==> src/rtl/mpr_pkg.sv <==
// ----------------------------------------------------------------------------
// mpr_pkg
// Shared types and constants for the multilevel priority round-robin scheduler.
// ----------------------------------------------------------------------------
`default_nettype none

package mpr_pkg;

  localparam int PRIO_W  = 3;
  localparam int LEN_W   = 8;
  localparam int ID_W    = 16;
  localparam int QUANT_W = 8;

  localparam int QUEUE_DEPTH_DEF     = 16;
  localparam int PRIORITY_LEVELS_DEF = 4;

  localparam logic [QUANT_W-1:0] QUANTUM_RESET = 8'd2;
  localparam logic [ID_W-1:0]    ID_RESET      = 16'd1;

  typedef struct packed {
    logic              arrival_valid;
    logic [PRIO_W-1:0] arrival_priority;
    logic [LEN_W-1:0]  arrival_length;
  } in_item_t;

  typedef struct packed {
    logic              job_served;
    logic [ID_W-1:0]   served_id;
    logic [PRIO_W-1:0] served_priority;
    logic              job_finished;
    logic [LEN_W-1:0]  remaining_length;
    logic              arrival_dropped;
  } out_item_t;

  // One job store entry: id above remaining length.
  typedef struct packed {
    logic [ID_W-1:0]  id;
    logic [LEN_W-1:0] len;
  } job_word_t;

  // Queue bookkeeping commands for one cycle.
  typedef struct packed {
    logic push;
    logic pop;
  } q_cmd_t;

endpackage

`default_nettype wire

==> src/rtl/mpr_job_ram.sv <==
// ----------------------------------------------------------------------------
// mpr_job_ram
// Job store: one write port, one read port, registered read data.
// ----------------------------------------------------------------------------
`default_nettype none

module mpr_job_ram #(
  parameter int SLOTS  = mpr_pkg::QUEUE_DEPTH_DEF * mpr_pkg::PRIORITY_LEVELS_DEF,
  parameter int ADDR_W = $clog2(SLOTS)
) (
  input  wire logic               clk,
  input  wire logic               wr_en,
  input  wire logic [ADDR_W-1:0]  wr_addr,
  input  wire mpr_pkg::job_word_t wr_data,
  input  wire logic               rd_en,
  input  wire logic [ADDR_W-1:0]  rd_addr,
  output      mpr_pkg::job_word_t rd_data
);

  mpr_pkg::job_word_t mem [SLOTS];
  mpr_pkg::job_word_t rd_data_r;

  always_ff @(posedge clk) begin
    if (wr_en) begin
      mem[wr_addr] <= wr_data;
    end
    if (rd_en) begin
      rd_data_r <= mem[rd_addr];
    end
  end

  assign rd_data = rd_data_r;

endmodule

`default_nettype wire

==> src/rtl/mpr_queue_ctrl.sv <==
// ----------------------------------------------------------------------------
// mpr_queue_ctrl
// Per-level head/tail pointers and fill counts, plus service level select.
// ----------------------------------------------------------------------------
`default_nettype none

module mpr_queue_ctrl #(
  parameter int QUEUE_DEPTH     = mpr_pkg::QUEUE_DEPTH_DEF,
  parameter int PRIORITY_LEVELS = mpr_pkg::PRIORITY_LEVELS_DEF,
  parameter int PTR_W           = $clog2(QUEUE_DEPTH),
  parameter int LVL_W           = $clog2(PRIORITY_LEVELS)
) (
  input  wire logic             clk,
  input  wire logic             rst_n,
  input  wire mpr_pkg::q_cmd_t  cmd,
  input  wire logic [LVL_W-1:0] push_lvl,
  output      logic             push_full,
  output      logic [PTR_W-1:0] tail_ptr,
  output      logic             svc_any,
  output      logic [LVL_W-1:0] svc_lvl,
  output      logic             svc_was_empty,
  output      logic [PTR_W-1:0] head_ptr
);

  localparam int CNT_W = $clog2(QUEUE_DEPTH + 1);

  logic [PTR_W-1:0] head_r [PRIORITY_LEVELS];
  logic [PTR_W-1:0] tail_r [PRIORITY_LEVELS];
  logic [CNT_W-1:0] cnt_r  [PRIORITY_LEVELS];
  logic [PRIORITY_LEVELS-1:0] nonempty;

  function automatic logic [PTR_W-1:0] ptr_inc(input logic [PTR_W-1:0] p);
    return (p == PTR_W'(QUEUE_DEPTH - 1)) ? '0 : p + 1'b1;
  endfunction

  assign push_full = (cnt_r[push_lvl] == CNT_W'(QUEUE_DEPTH));
  assign tail_ptr  = tail_r[push_lvl];

  // A same-cycle push counts as occupancy for the service pick.
  always_comb begin
    for (int l = 0; l < PRIORITY_LEVELS; l++) begin
      nonempty[l] = (cnt_r[l] != '0) || (cmd.push && (push_lvl == LVL_W'(l)));
    end
  end

  // Highest nonempty level wins.
  always_comb begin
    svc_any = 1'b0;
    svc_lvl = '0;
    for (int l = 0; l < PRIORITY_LEVELS; l++) begin
      if (nonempty[l]) begin
        svc_any = 1'b1;
        svc_lvl = LVL_W'(l);
      end
    end
  end

  assign svc_was_empty = (cnt_r[svc_lvl] == '0);
  assign head_ptr      = head_r[svc_lvl];

  always_ff @(posedge clk) begin
    if (!rst_n) begin
      for (int l = 0; l < PRIORITY_LEVELS; l++) begin
        head_r[l] <= '0;
        tail_r[l] <= '0;
        cnt_r[l]  <= '0;
      end
    end else begin
      for (int l = 0; l < PRIORITY_LEVELS; l++) begin
        if (cmd.push && (push_lvl == LVL_W'(l))) begin
          tail_r[l] <= ptr_inc(tail_r[l]);
        end
        if (cmd.pop && (svc_lvl == LVL_W'(l))) begin
          head_r[l] <= ptr_inc(head_r[l]);
        end
        if ((cmd.push && (push_lvl == LVL_W'(l))) && !(cmd.pop && (svc_lvl == LVL_W'(l)))) begin
          cnt_r[l] <= cnt_r[l] + 1'b1;
        end else if (!(cmd.push && (push_lvl == LVL_W'(l))) &&
                     (cmd.pop && (svc_lvl == LVL_W'(l)))) begin
          cnt_r[l] <= cnt_r[l] - 1'b1;
        end
      end
    end
  end

endmodule

`default_nettype wire

==> src/rtl/multilevel_priority_round_robin.sv <==
// ----------------------------------------------------------------------------
// multilevel_priority_round_robin
// Multilevel FIFO scheduler: per-level round robin, strict priority between
// levels, quantum-based time slicing.
// Use: each input transaction is one scheduler tick. It may carry a new job
//   (priority, length); the job takes the next 16-bit id and joins the tail of
//   its level FIFO, or is dropped and flagged when that FIFO is full. The head
//   of the highest nonempty level is then served for one quantum; it finishes
//   or goes back to the tail of its own level. Both channels are valid/stall.
//   The user must write quantum_size over cfg_wr_en/cfg_wr_data only while
//   the block is idle; the block itself does not enforce this.
// Timing: the accept cycle pushes the arrival, picks the level and issues the
//   job store read; the next cycle finishes the read-modify-write (requeue)
//   and loads the result register, raising out_valid. A new tick is taken
//   only once the sequencer is back in idle.
// Reset: synchronous, active low. All FIFOs empty, next id 1, quantum 2. The
//   job store is not cleared; only occupied entries are ever read.
// Stall: a result waits in the output register while out_stall is high; the
//   next tick lands in a holding register and the input stays stalled until
//   the output register frees up.
// ----------------------------------------------------------------------------
`default_nettype none

module multilevel_priority_round_robin #(
  parameter int QUEUE_DEPTH     = mpr_pkg::QUEUE_DEPTH_DEF,
  parameter int PRIORITY_LEVELS = mpr_pkg::PRIORITY_LEVELS_DEF
) (
  input  wire logic                             clk,
  input  wire logic                             rst_n,
  // input channel
  input  wire logic                             in_valid,
  output      logic                             in_stall,
  input  wire mpr_pkg::in_item_t                in_data,
  // result channel
  output      logic                             out_valid,
  input  wire logic                             out_stall,
  output      mpr_pkg::out_item_t               out_data,
  // configuration
  input  wire logic                             cfg_wr_en,
  input  wire logic [mpr_pkg::QUANT_W-1:0]      cfg_wr_data
);

  localparam int PTR_W  = $clog2(QUEUE_DEPTH);
  localparam int LVL_W  = $clog2(PRIORITY_LEVELS);
  localparam int SLOTS  = PRIORITY_LEVELS * QUEUE_DEPTH;
  localparam int ADDR_W = $clog2(SLOTS);

  typedef enum logic [1:0] {
    S_IDLE,
    S_RUN,
    S_WAIT
  } state_t;

  state_t state_r;

  // quantum register
  logic [mpr_pkg::QUANT_W-1:0] quantum_r;

  // tick context captured at accept
  logic [mpr_pkg::ID_W-1:0] next_id_r;
  logic [LVL_W-1:0]         svc_lvl_r;
  logic                     served_r;
  logic                     bypass_r;
  logic                     dropped_r;
  mpr_pkg::job_word_t       byp_word_r;

  // result staging
  mpr_pkg::out_item_t res_r;
  mpr_pkg::out_item_t out_data_r;
  logic               out_valid_r;

  // queue control hookup
  mpr_pkg::q_cmd_t  q_cmd;
  logic [LVL_W-1:0] arr_lvl;
  logic [LVL_W-1:0] push_lvl;
  logic             push_full;
  logic [PTR_W-1:0] tail_ptr;
  logic             svc_any;
  logic [LVL_W-1:0] svc_lvl;
  logic             svc_was_empty;
  logic [PTR_W-1:0] head_ptr;

  // job store hookup
  logic               ram_wr_en;
  logic [ADDR_W-1:0]  ram_wr_addr;
  mpr_pkg::job_word_t ram_wr_data;
  logic               ram_rd_en;
  logic [ADDR_W-1:0]  ram_rd_addr;
  mpr_pkg::job_word_t ram_rd_data;

  logic               accept;
  logic               arr_push;
  logic               requeue;
  logic               out_free;
  logic               load_out;
  mpr_pkg::job_word_t arr_word;
  mpr_pkg::job_word_t cur_word;
  logic               fin;
  logic [mpr_pkg::LEN_W-1:0] rem;
  mpr_pkg::out_item_t res;

  function automatic logic [ADDR_W-1:0] slot_addr(input logic [LVL_W-1:0] lvl,
                                                  input logic [PTR_W-1:0] p);
    return ADDR_W'(lvl) * ADDR_W'(QUEUE_DEPTH) + ADDR_W'(p);
  endfunction

  // Ticks are taken only between jobs; the sequencer owns the store.
  assign in_stall = (state_r != S_IDLE);
  assign accept   = in_valid && !in_stall;
  assign out_free = !out_valid_r || !out_stall;
  // A finished tick moves into the output register.
  assign load_out = ((state_r == S_RUN) || (state_r == S_WAIT)) && out_free;

  // Out-of-range priority lands in the lowest level.
  always_comb begin
    if ((in_data.arrival_priority != '0) &&
        (int'(in_data.arrival_priority) <= PRIORITY_LEVELS)) begin
      arr_lvl = LVL_W'(int'(in_data.arrival_priority) - 1);
    end else begin
      arr_lvl = '0;
    end
  end

  // One push port: arrival in the accept cycle, requeue in the run cycle.
  assign push_lvl = (state_r == S_IDLE) ? arr_lvl : svc_lvl_r;
  assign arr_push = accept && in_data.arrival_valid && !push_full;

  assign cur_word = bypass_r ? byp_word_r : ram_rd_data;
  assign fin      = (cur_word.len <= quantum_r);
  assign rem      = cur_word.len - quantum_r;
  assign requeue  = (state_r == S_RUN) && served_r && !fin;

  assign q_cmd.push = arr_push || requeue;
  assign q_cmd.pop  = accept && svc_any;

  assign arr_word.id  = next_id_r;
  assign arr_word.len = in_data.arrival_length;

  assign ram_wr_en   = q_cmd.push;
  assign ram_wr_addr = slot_addr(push_lvl, tail_ptr);
  always_comb begin
    if (arr_push) begin
      ram_wr_data = arr_word;
    end else begin
      ram_wr_data.id  = cur_word.id;
      ram_wr_data.len = rem;
    end
  end

  // Served job that was just pushed into an empty level comes from the bypass,
  // never from the store (same entry is being written).
  assign ram_rd_en   = accept && svc_any && !svc_was_empty;
  assign ram_rd_addr = slot_addr(svc_lvl, head_ptr);

  always_comb begin
    res = '0;
    res.arrival_dropped = dropped_r;
    if (served_r) begin
      res.job_served       = 1'b1;
      res.served_id        = cur_word.id;
      res.served_priority  = mpr_pkg::PRIO_W'(int'(svc_lvl_r) + 1);
      res.job_finished     = fin;
      res.remaining_length = fin ? '0 : rem;
    end
  end

  mpr_queue_ctrl #(
    .QUEUE_DEPTH     (QUEUE_DEPTH),
    .PRIORITY_LEVELS (PRIORITY_LEVELS),
    .PTR_W           (PTR_W),
    .LVL_W           (LVL_W)
  ) u_queue_ctrl (
    .clk           (clk),
    .rst_n         (rst_n),
    .cmd           (q_cmd),
    .push_lvl      (push_lvl),
    .push_full     (push_full),
    .tail_ptr      (tail_ptr),
    .svc_any       (svc_any),
    .svc_lvl       (svc_lvl),
    .svc_was_empty (svc_was_empty),
    .head_ptr      (head_ptr)
  );

  mpr_job_ram #(
    .SLOTS  (SLOTS),
    .ADDR_W (ADDR_W)
  ) u_job_ram (
    .clk     (clk),
    .wr_en   (ram_wr_en),
    .wr_addr (ram_wr_addr),
    .wr_data (ram_wr_data),
    .rd_en   (ram_rd_en),
    .rd_addr (ram_rd_addr),
    .rd_data (ram_rd_data)
  );

  always_ff @(posedge clk) begin
    if (!rst_n) begin
      quantum_r <= mpr_pkg::QUANTUM_RESET;
    end else if (cfg_wr_en) begin
      quantum_r <= cfg_wr_data;
    end
  end

  // Sequencer and registered outputs.
  always_ff @(posedge clk) begin
    if (!rst_n) begin
      state_r     <= S_IDLE;
      out_valid_r <= 1'b0;
      next_id_r   <= mpr_pkg::ID_RESET;
    end else begin
      if (load_out) begin
        out_valid_r <= 1'b1;
      end else if (out_valid_r && !out_stall) begin
        out_valid_r <= 1'b0;
      end
      unique case (state_r)
        S_IDLE: begin
          if (accept) begin
            if (in_data.arrival_valid) begin
              next_id_r <= next_id_r + 1'b1;
            end
            svc_lvl_r  <= svc_lvl;
            served_r   <= svc_any;
            bypass_r   <= svc_was_empty;
            byp_word_r <= arr_word;
            dropped_r  <= in_data.arrival_valid && push_full;
            state_r    <= S_RUN;
          end
        end
        S_RUN: begin
          res_r <= res;
          if (out_free) begin
            out_data_r <= res;
            state_r    <= S_IDLE;
          end else begin
            state_r <= S_WAIT;
          end
        end
        S_WAIT: begin
          if (out_free) begin
            out_data_r <= res_r;
            state_r    <= S_IDLE;
          end
        end
        default: begin
          state_r <= S_IDLE;
        end
      endcase
    end
  end

  assign out_valid = out_valid_r;
  assign out_data  = out_data_r;

  // The run step always follows an accepted tick.
  a_run_after_accept: assert property (@(posedge clk) disable iff (!rst_n)
    (state_r == S_RUN) |-> $past(accept))
    else $error("run step without accepted tick");

  // Store never sees a read and a write of the same entry in one cycle.
  a_no_rw_collision: assert property (@(posedge clk) disable iff (!rst_n)
    (ram_wr_en && ram_rd_en) |-> (ram_wr_addr != ram_rd_addr))
    else $error("job store read/write collision");

  // A requeue only happens in the run step of a served tick.
  a_requeue_served: assert property (@(posedge clk) disable iff (!rst_n)
    (q_cmd.push && !accept) |-> ((state_r == S_RUN) && served_r && !fin))
    else $error("unexpected queue push");

  // Finished implies served on the result channel.
  a_fin_served: assert property (@(posedge clk) disable iff (!rst_n)
    (out_valid && out_data.job_finished) |-> out_data.job_served)
    else $error("finished without service");

endmodule

`default_nettype wire
==> config.mk <==
export PLATFORM = sky130hd
export DESIGN_NAME = multilevel_priority_round_robin
export DESIGN_NICKNAME = d
export VERILOG_FILES = /design/src/rtl/mpr_pkg.sv /design/src/rtl/mpr_job_ram.sv /design/src/rtl/mpr_queue_ctrl.sv /design/src/rtl/multilevel_priority_round_robin.sv
export SDC_FILE = /design/constraint.sdc
export NUM_CORES = 2
export LEC_CHECK = 0
export ABC_AREA = 1
export BUFFER_PORTS_ARGS = -buffer_cell sky130_fd_sc_hd__buf_2
export CAP_MARGIN = 40
export CELL_PAD_IN_SITES_DETAIL_PLACEMENT = 1
export CELL_PAD_IN_SITES_GLOBAL_PLACEMENT = 1
export CORE_MARGIN = 4
export CORE_UTILIZATION = 51
export DETAILED_ROUTE_END_ITERATION = 12
export GPL_TIMING_DRIVEN = 1
export HOLD_SLACK_MARGIN = 0.1
export PLACE_DENSITY = 0.76
export SLEW_MARGIN = 20
export SYNTH_ARGS = -nofsm -noshare
export SYNTH_HDL_FRONTEND = slang
export SYNTH_SLANG_ARGS = --single-unit
==> constraint.sdc <==
create_clock -name clk -period 7.1 [get_ports clk]
set_clock_uncertainty 0.2 [all_clocks]
set_input_delay 2.13 -clock clk [delete_from_list [all_inputs] [get_ports clk]]
set_output_delay 2.13 -clock clk [all_outputs]
set_load 0.02 [all_outputs]
# --- Word level (Yosys, flattened, before mapping) ---
# Memories as Yosys holds them, arrays and structs flattened. A register that Yosys moved wholly into a read port is not among the register bits.
# Index checks and enable logic that the tools add are counted.
word_totals:
  memories: 4
  register_bits: 116
  ramBits: 1588
  out_inout_bits: 32
op_classes:
  n_eq_ne: 20
  mux: 101
  magnitude_cmp: 2
  addsub: 22
  bitwise: 16
  reduce_logical: 65
memory_table:
  columns: ["name", "depth", "word_bits", "read_ports", "rd_ports_with_merged_regs", "wr", "line", "rtl"]
  rows:
  - ["u_job_ram.mem", 64, 24, 1, 1, 1, "mpr_job_ram.sv:20", "mpr_pkg::job_word_t mem [SLOTS];"]
  - ["u_queue_ctrl.cnt_r", 4, 5, 6, 0, 4, "mpr_queue_ctrl.sv:29", "logic [CNT_W-1:0] cnt_r [PRIORITY_LEVELS];"]
  - ["u_queue_ctrl.head_r", 4, 4, 5, 0, 4, "mpr_queue_ctrl.sv:27", "logic [PTR_W-1:0] head_r [PRIORITY_LEVELS];"]
  - ["u_queue_ctrl.tail_r", 4, 4, 5, 0, 4, "mpr_queue_ctrl.sv:28", "logic [PTR_W-1:0] tail_r [PRIORITY_LEVELS];"]
op_table:
  columns: ["cell", "count"]
  rows:
  - ["2-to-1 mux 4 bit", 16]
  - ["2-to-1 mux 1 bit", 62]
  - ["2-to-1 mux 30 bit", 2]
  - ["one-hot mux 30 bit (2 select lines)", 1]
  - ["2-to-1 mux 24 bit", 2]
  - ["2-to-1 mux 5 bit", 8]
  - ["adder 4 x 1 -> 4 bit, second input constant", 8]
  - ["equality test 4 bit, second input constant", 8]
  - ["2-to-1 mux 29 bit", 1]
  - ["logical AND 1 bit", 27]
  - ["adder 5 x 1 -> 5 bit, second input constant", 4]
  - ["nonzero test 5 bit", 4]
  - ["subtractor 5 x 1 -> 5 bit, second input constant", 4]
  - ["adder 16 x 1 -> 16 bit, second input constant", 1]
  - ["bitwise OR 1 bit", 16]
  - ["zero test 1 bit", 14]
  - ["2-to-1 mux 2 bit", 7]
  - ["adder 6 x 4 -> 6 bit", 2]
  - ["equality test 2 bit, second input constant", 5]
  - ["less-or-equal comparator 8 bit", 1]
  - ["2-to-1 mux 8 bit", 1]
  - ["subtractor 8 bit", 1]
  - ["logical OR 1 bit", 7]
  - ["equality test 2 x 1 -> 1 bit, second input constant", 3]
  - ["13 further kinds", 21]

# --- Longest topological paths before layout ---
# An unclocked memory read counts as a cell.
logic_depth:
  depth_word: 24
  mapped_depth: 33

# --- Hierarchy ---
# From an unflattened synthesis, not the netlist that was laid out.
hier_totals:
  hier_cells: 6197
  area_unflattened_um2: 71977.8
modules_own_cells:
  columns: ["module", "area_per_inst_um2", "cells_each", "seq_area_each_um2", "n_inst"]
  rows:
  - ["mpr_job_ram", 62995.4, 5230, 46844.9, 1]
  - ["multilevel_priority_round_robin", 5494.0, 575, 3213.1, 1]
  - ["mpr_queue_ctrl", 3488.3, 392, 1561.5, 1]

# --- Least setup slack after synthesis ---
# OpenSTA, ideal clock, no wires.
synth_timing:
  path_type: "input-to-reg"
  startpoint: "input in_data[8] in the netlist's numbering"
  endpoint: "memory u_job_ram.mem[0][23] in the netlist's numbering (data pin)"
  arrival_ps: 5267
  path_slack_ps: 1085
  required_time_ps: 6351
  cell_stages: 15
  path_buffers: 2
  setup_time_ps: 549
  cell_sequence: "inv_1 -> ha_1 -> inv_1 -> nand2_1 -> nand3_1 -> nand2_2 -> nor2_2 -> nand2_1 -> nand2_1 -> nor2_1 -> nand2_2 -> nand2_2 -> clkbuf_1 -> clkbuf_1 -> a21oi_1"
synth_rtl:
  columns: ["item", "line", "rtl"]
  rows:
  - ["from (decl)", "multilevel_priority_round_robin.sv:33", "input wire mpr_pkg::in_item_t in_data,"]
  - ["to (decl)", "mpr_job_ram.sv:20", null]

# --- Worst setup path after layout ---
layout_timing:
  startpoint: "input in_data[8] in the netlist's numbering"
  endpoint: "register, netlist name u_job_ram.rd_data[22]"
layout_via:
  elab_chain_cells: 18
  word_cells_on_any_way: 36
  cone_classes: "add/sub: 2; order compare: 1; eq/ne: 4; mux: 9; reduce/logical: 18; memory: 2"
layout_lines:
  columns: ["item", "line", "rtl"]
  rows:
  - ["less-or-equal comparator 3 bit or nonzero test 3 bit (tied branches)", "multilevel_priority_round_robin.sv:117, multilevel_priority_round_robin.sv:116", null]
  - ["logical AND 1 bit", "multilevel_priority_round_robin.sv:116", "if ((in_data.arrival_priority != '0) &&"]
  - ["2-to-1 mux 2 bit (*)", "multilevel_priority_round_robin.sv:116", null]
  - ["2-to-1 mux 2 bit (*)", "multilevel_priority_round_robin.sv:125", "assign push_lvl = (state_r == S_IDLE) ? arr_lvl : svc_lvl_r;"]
  - ["parallel branches: the longest is 14 deep, another holds adder 6 x 4 -> 6 bit", null, null]
# Every way passes the cells marked *.
# A chain may end at the register's enable or synchronous reset.

==> out/qor.yml <==
detailed_routing:
  drt_iter0_drc: 7124
  num_vias: 61390
  routed_wl_microns: 274600
  via_per_inst: 6.142
  drc: 0
  wl_per_cell_microns: 27.48
  dr.pass1.iters: 7
  postRouteAntennaNets: 0
clocking:
  clock_latency_ns: 0.82
  cts_num_sinks: 1728
  cts_hold_buf: 0
  path_clk_slew_ns: 0.06
  cts_max_path_buffers: 3
  post_cts_buffers: 0
  cts_tree: "built"
  numCtsBuffers: 182
  ctsResizeCount: 0
  cts_max_level: 4
  root_buffer: "clkbuf_16"
worst_setup_path:
  critPathKind: "input pin to register"
  worst_setup_path_end_kind: "register"
  slowest_delay_ns: 0.35
  cpLargestDelayFamily: "simple AND/OR/NAND/NOR gates"
  cp_max_fo: 81
  slowest_stage: "buf_12"
  cp.arrival_ns: 6.69
  crit_top_cell: "nand2_1"
  cp-start-kind: "input pin"
  path_buf_inv: 6
  cp.required_ns: 7.44
floorplan:
  rows: 144
  start_util_pct: 51.47
  dieHeight_microns: 403.0
  die_w_microns: 403.0
  dieArea_sq_um: 162400
  io_pins: 57
  core_sq_um: 154600
timing:
  period_share_pct: 89.47
  drv_slew: 0
  fin_setup_tns_ns: 0
  hold_viol: 0
  setup_slack_ns: 0.7476
  rsz0062_at_grt: "false"
  maxSlewHeadroom_pct: 38.14
  finalCriticalPeriod_ns: 6.352
  setup_viol: 0
  fmax_mhz: 157.4
  max_slew.worst_pin.slew_ns: 0.9259
finish:
  layoutNonFillerInstCount: 9995
  register_area_sq_um: 51620
  fillerInstances: 16570
  post_route_cells_drive_above_1_share_pct: 8.567
  area_growth_pct: 12.17
  layout.nets: 7865
  multi_input_comb_area_sq_um: 19640
  final_area_sq_um: 89250
power:
  p_comb_share_pct: 25.9
  power.switching_uw: 10110
  seqPwrFrac_pct: 42.4
  netSwitchingFraction_pct: 34.05
  power_density_nw_per_um2: 332.8
  p_int_uw: 19590
  pwr-share-clk_pct: 31.7
  peakVddDrop_mv: 0.2316
  p_leak_uw: 0.03768
status:
  status: "finished, final reports clean"
yosys:
  synthesis.nets: 7897
  async_flop_share_pct: 0
  yosys.area.top_type: "edfxtp_1"
  synth.distinct_cells: 46
  synthTopCellsByArea: "edfxtp_1 64%, nand3_1 8.7%, inv_1 8.1%"
  yosysSeqAreaShare_pct: 64.88
  synth_xor_area_share_pct: 0.2972
  synth_compound_area_share_pct: 0.9388
  synth-adder-area-share_pct: 0.6353
  muxShareOfSynthArea_pct: 0.3129
  synth_cells: 7834
  synth.avg_cell_area_sq_um: 10.16
  synth-seq-cells: 1728
  synth_area_sq_um: 79570
  synth_warnings: 0
  synth_top_family_by_area: "simple AND/OR/NAND/NOR gates"
  synth_ff_type: "edfxtp_1"
  synth_edf_count: 1701
  synth-simple-area-share_pct: 21.89
  synth_top_area_share_pct: 64.20
placement:
  gp_congestion: 0.9009
  dp_slack_ns: 0.1111
  port_buffers: 56
  placed_area_sq_um: 83360
  dp.cells: 9658
  hpwl_microns: 159100
grt:
  grt.total_usage_pct: 33.42
  antenna_found_initial: 15
  grt_pass1_vias: 63600
  gr-total-overflow: 0
  grt_max_degree: 144
  grt_pass1_wl_microns: 407500
hold_path:
  hp-class: "register to register"
flow_run:
  cap_violations: 0
-- per-layer routing --
metal | GRT usage [%] | share of wire [%] | vias up
met5 | 0 | 0.025 | -
met1 | 43.29 | 38 | 30990
met2 | 53.98 | 47 | 3287
li1 | - | - | 26360
met4 | 17.00 | 5.5 | 10
met3 | 6.527 | 9.6 | 748
-- stage by stage --
stage,total power [uW],hold slack (ns),utilization [%]
2_1_floorplan,16760,0.2268,-
3_3_place_gp,19960,0.2443,53.89
3_5_place_dp,20230,0.2490,53.93
4_1_cts,29590,0.2711,57.67
5_1_grt,30650,0.2844,57.73
6_report,29700,0.2707,57.73
-- cell families (layout without fill, tap and decap cells) --
| logic type | after synthesis | after routing |
|---|---|---|
| adder cells (fa/ha/maj) | 38 | 38 |
| AND/OR/NAND/NOR | 3630 | 3630 |
| other | 0 | 2 |
| multiplexers | 24 | 24 |
| buffers and inverters | 2249 | 2364 |
| XOR/XNOR | 27 | 27 |
| flip-flops | 1728 | 1728 |
| AO/OA/AOI/OAI | 138 | 138 |
-- layout by cell type (no fill, tap or decap), types with 5 or more instances in the layout --
cell type / count
mux2_2: 7
nor2_2: 63
edfxtp_1: 1701
clkinv_1: 47
or2_2: 7
inv_1: 1722
bufinv_16: 14
buf_12: 75
o21ai_1: 5
nor2_1: 151
a21oi_1: 48
nand3_1: 1375
nor4_1: 6
xnor2_1: 6
buf_2: 56
buf_4: 164
nand4_1: 770
clkinv_8: 6
dfxtp_1: 27
nand2_2: 9
xor2_1: 21
a21oi_4: 24
nor3_1: 14
mux2i_1: 17
clkinv_2: 36
nand2_1: 1223
clkbuf_16: 186
inv_2: 5
ha_1: 34
o21ai_0: 34
o22ai_1: 7
clkbuf_1: 36
-- sequential cells by signal (all words and copies together) (netlist names) --
| signal | flops |
|---|---|
| served_r | 1 |
| quantum_r | 8 |
| u_queue_ctrl.cnt_r | 20 |
| dropped_r | 1 |
| u_queue_ctrl.tail_r | 16 |
| bypass_r | 1 |
| u_job_ram.mem | 1536 |
| state_r | 2 |
| byp_word_r | 24 |
| out_data | 30 |
| next_id_r | 16 |
| u_job_ram.rd_data | 24 |
| u_queue_ctrl.head_r | 16 |
| res_r | 30 |
| out_valid | 1 |
| svc_lvl_r | 2 |
-- final timing paths --
kind / slack, ns / end / start / cells after the start
max: 0.75 / u_job_ram.rd_data[22] / in_data[8] / 31
min: 0.27 / res_r[0] / dropped_r / 0
max reg2reg: 0.93 / u_job_ram.rd_data[22] / bypass_r / 23
min reg2reg: 0.27 / res_r[0] / dropped_r / 0
-- final cells by class --
type / count / area share (%)
sequential: 1728 / 57.84
timing repair buffer: 300 / 3.488
antenna: 2 / 0.005608
multi-input combinational: 3857 / 22.01
inverter: 1733 / 7.308
clock buffer: 222 / 5.367
tap: 2044 / 2.866
clock inverter: 109 / 1.122
-- power groups by stage --
stage	combinational [uW]	clock [uW]	sequential (uW)
floorplan	3960	0	12800
detailed placement	7440	0	12800
CTS	7510	9500	12600
finish	7700	9410	12600
global route	8130	9940	12600
global placement	7180	0	12800
-- cell usage after synthesis, drive strengths merged, types with 4 or more instances --
library cell	instances
inv	1730
edfxtp	1701
nand3	1378
nand2	1235
nand4	770
buf	275
clkbuf	241
nor2	216
a21oi	74
o21ai	40
ha	34
dfxtp	27
xor2	21
mux2i	17
nor3	15
mux2	7
o22ai	7
or2	7
nor4	6
xnor2	6
a22oi	4
fa	4
o21a	4
Power figures use the tool's default switching activity.
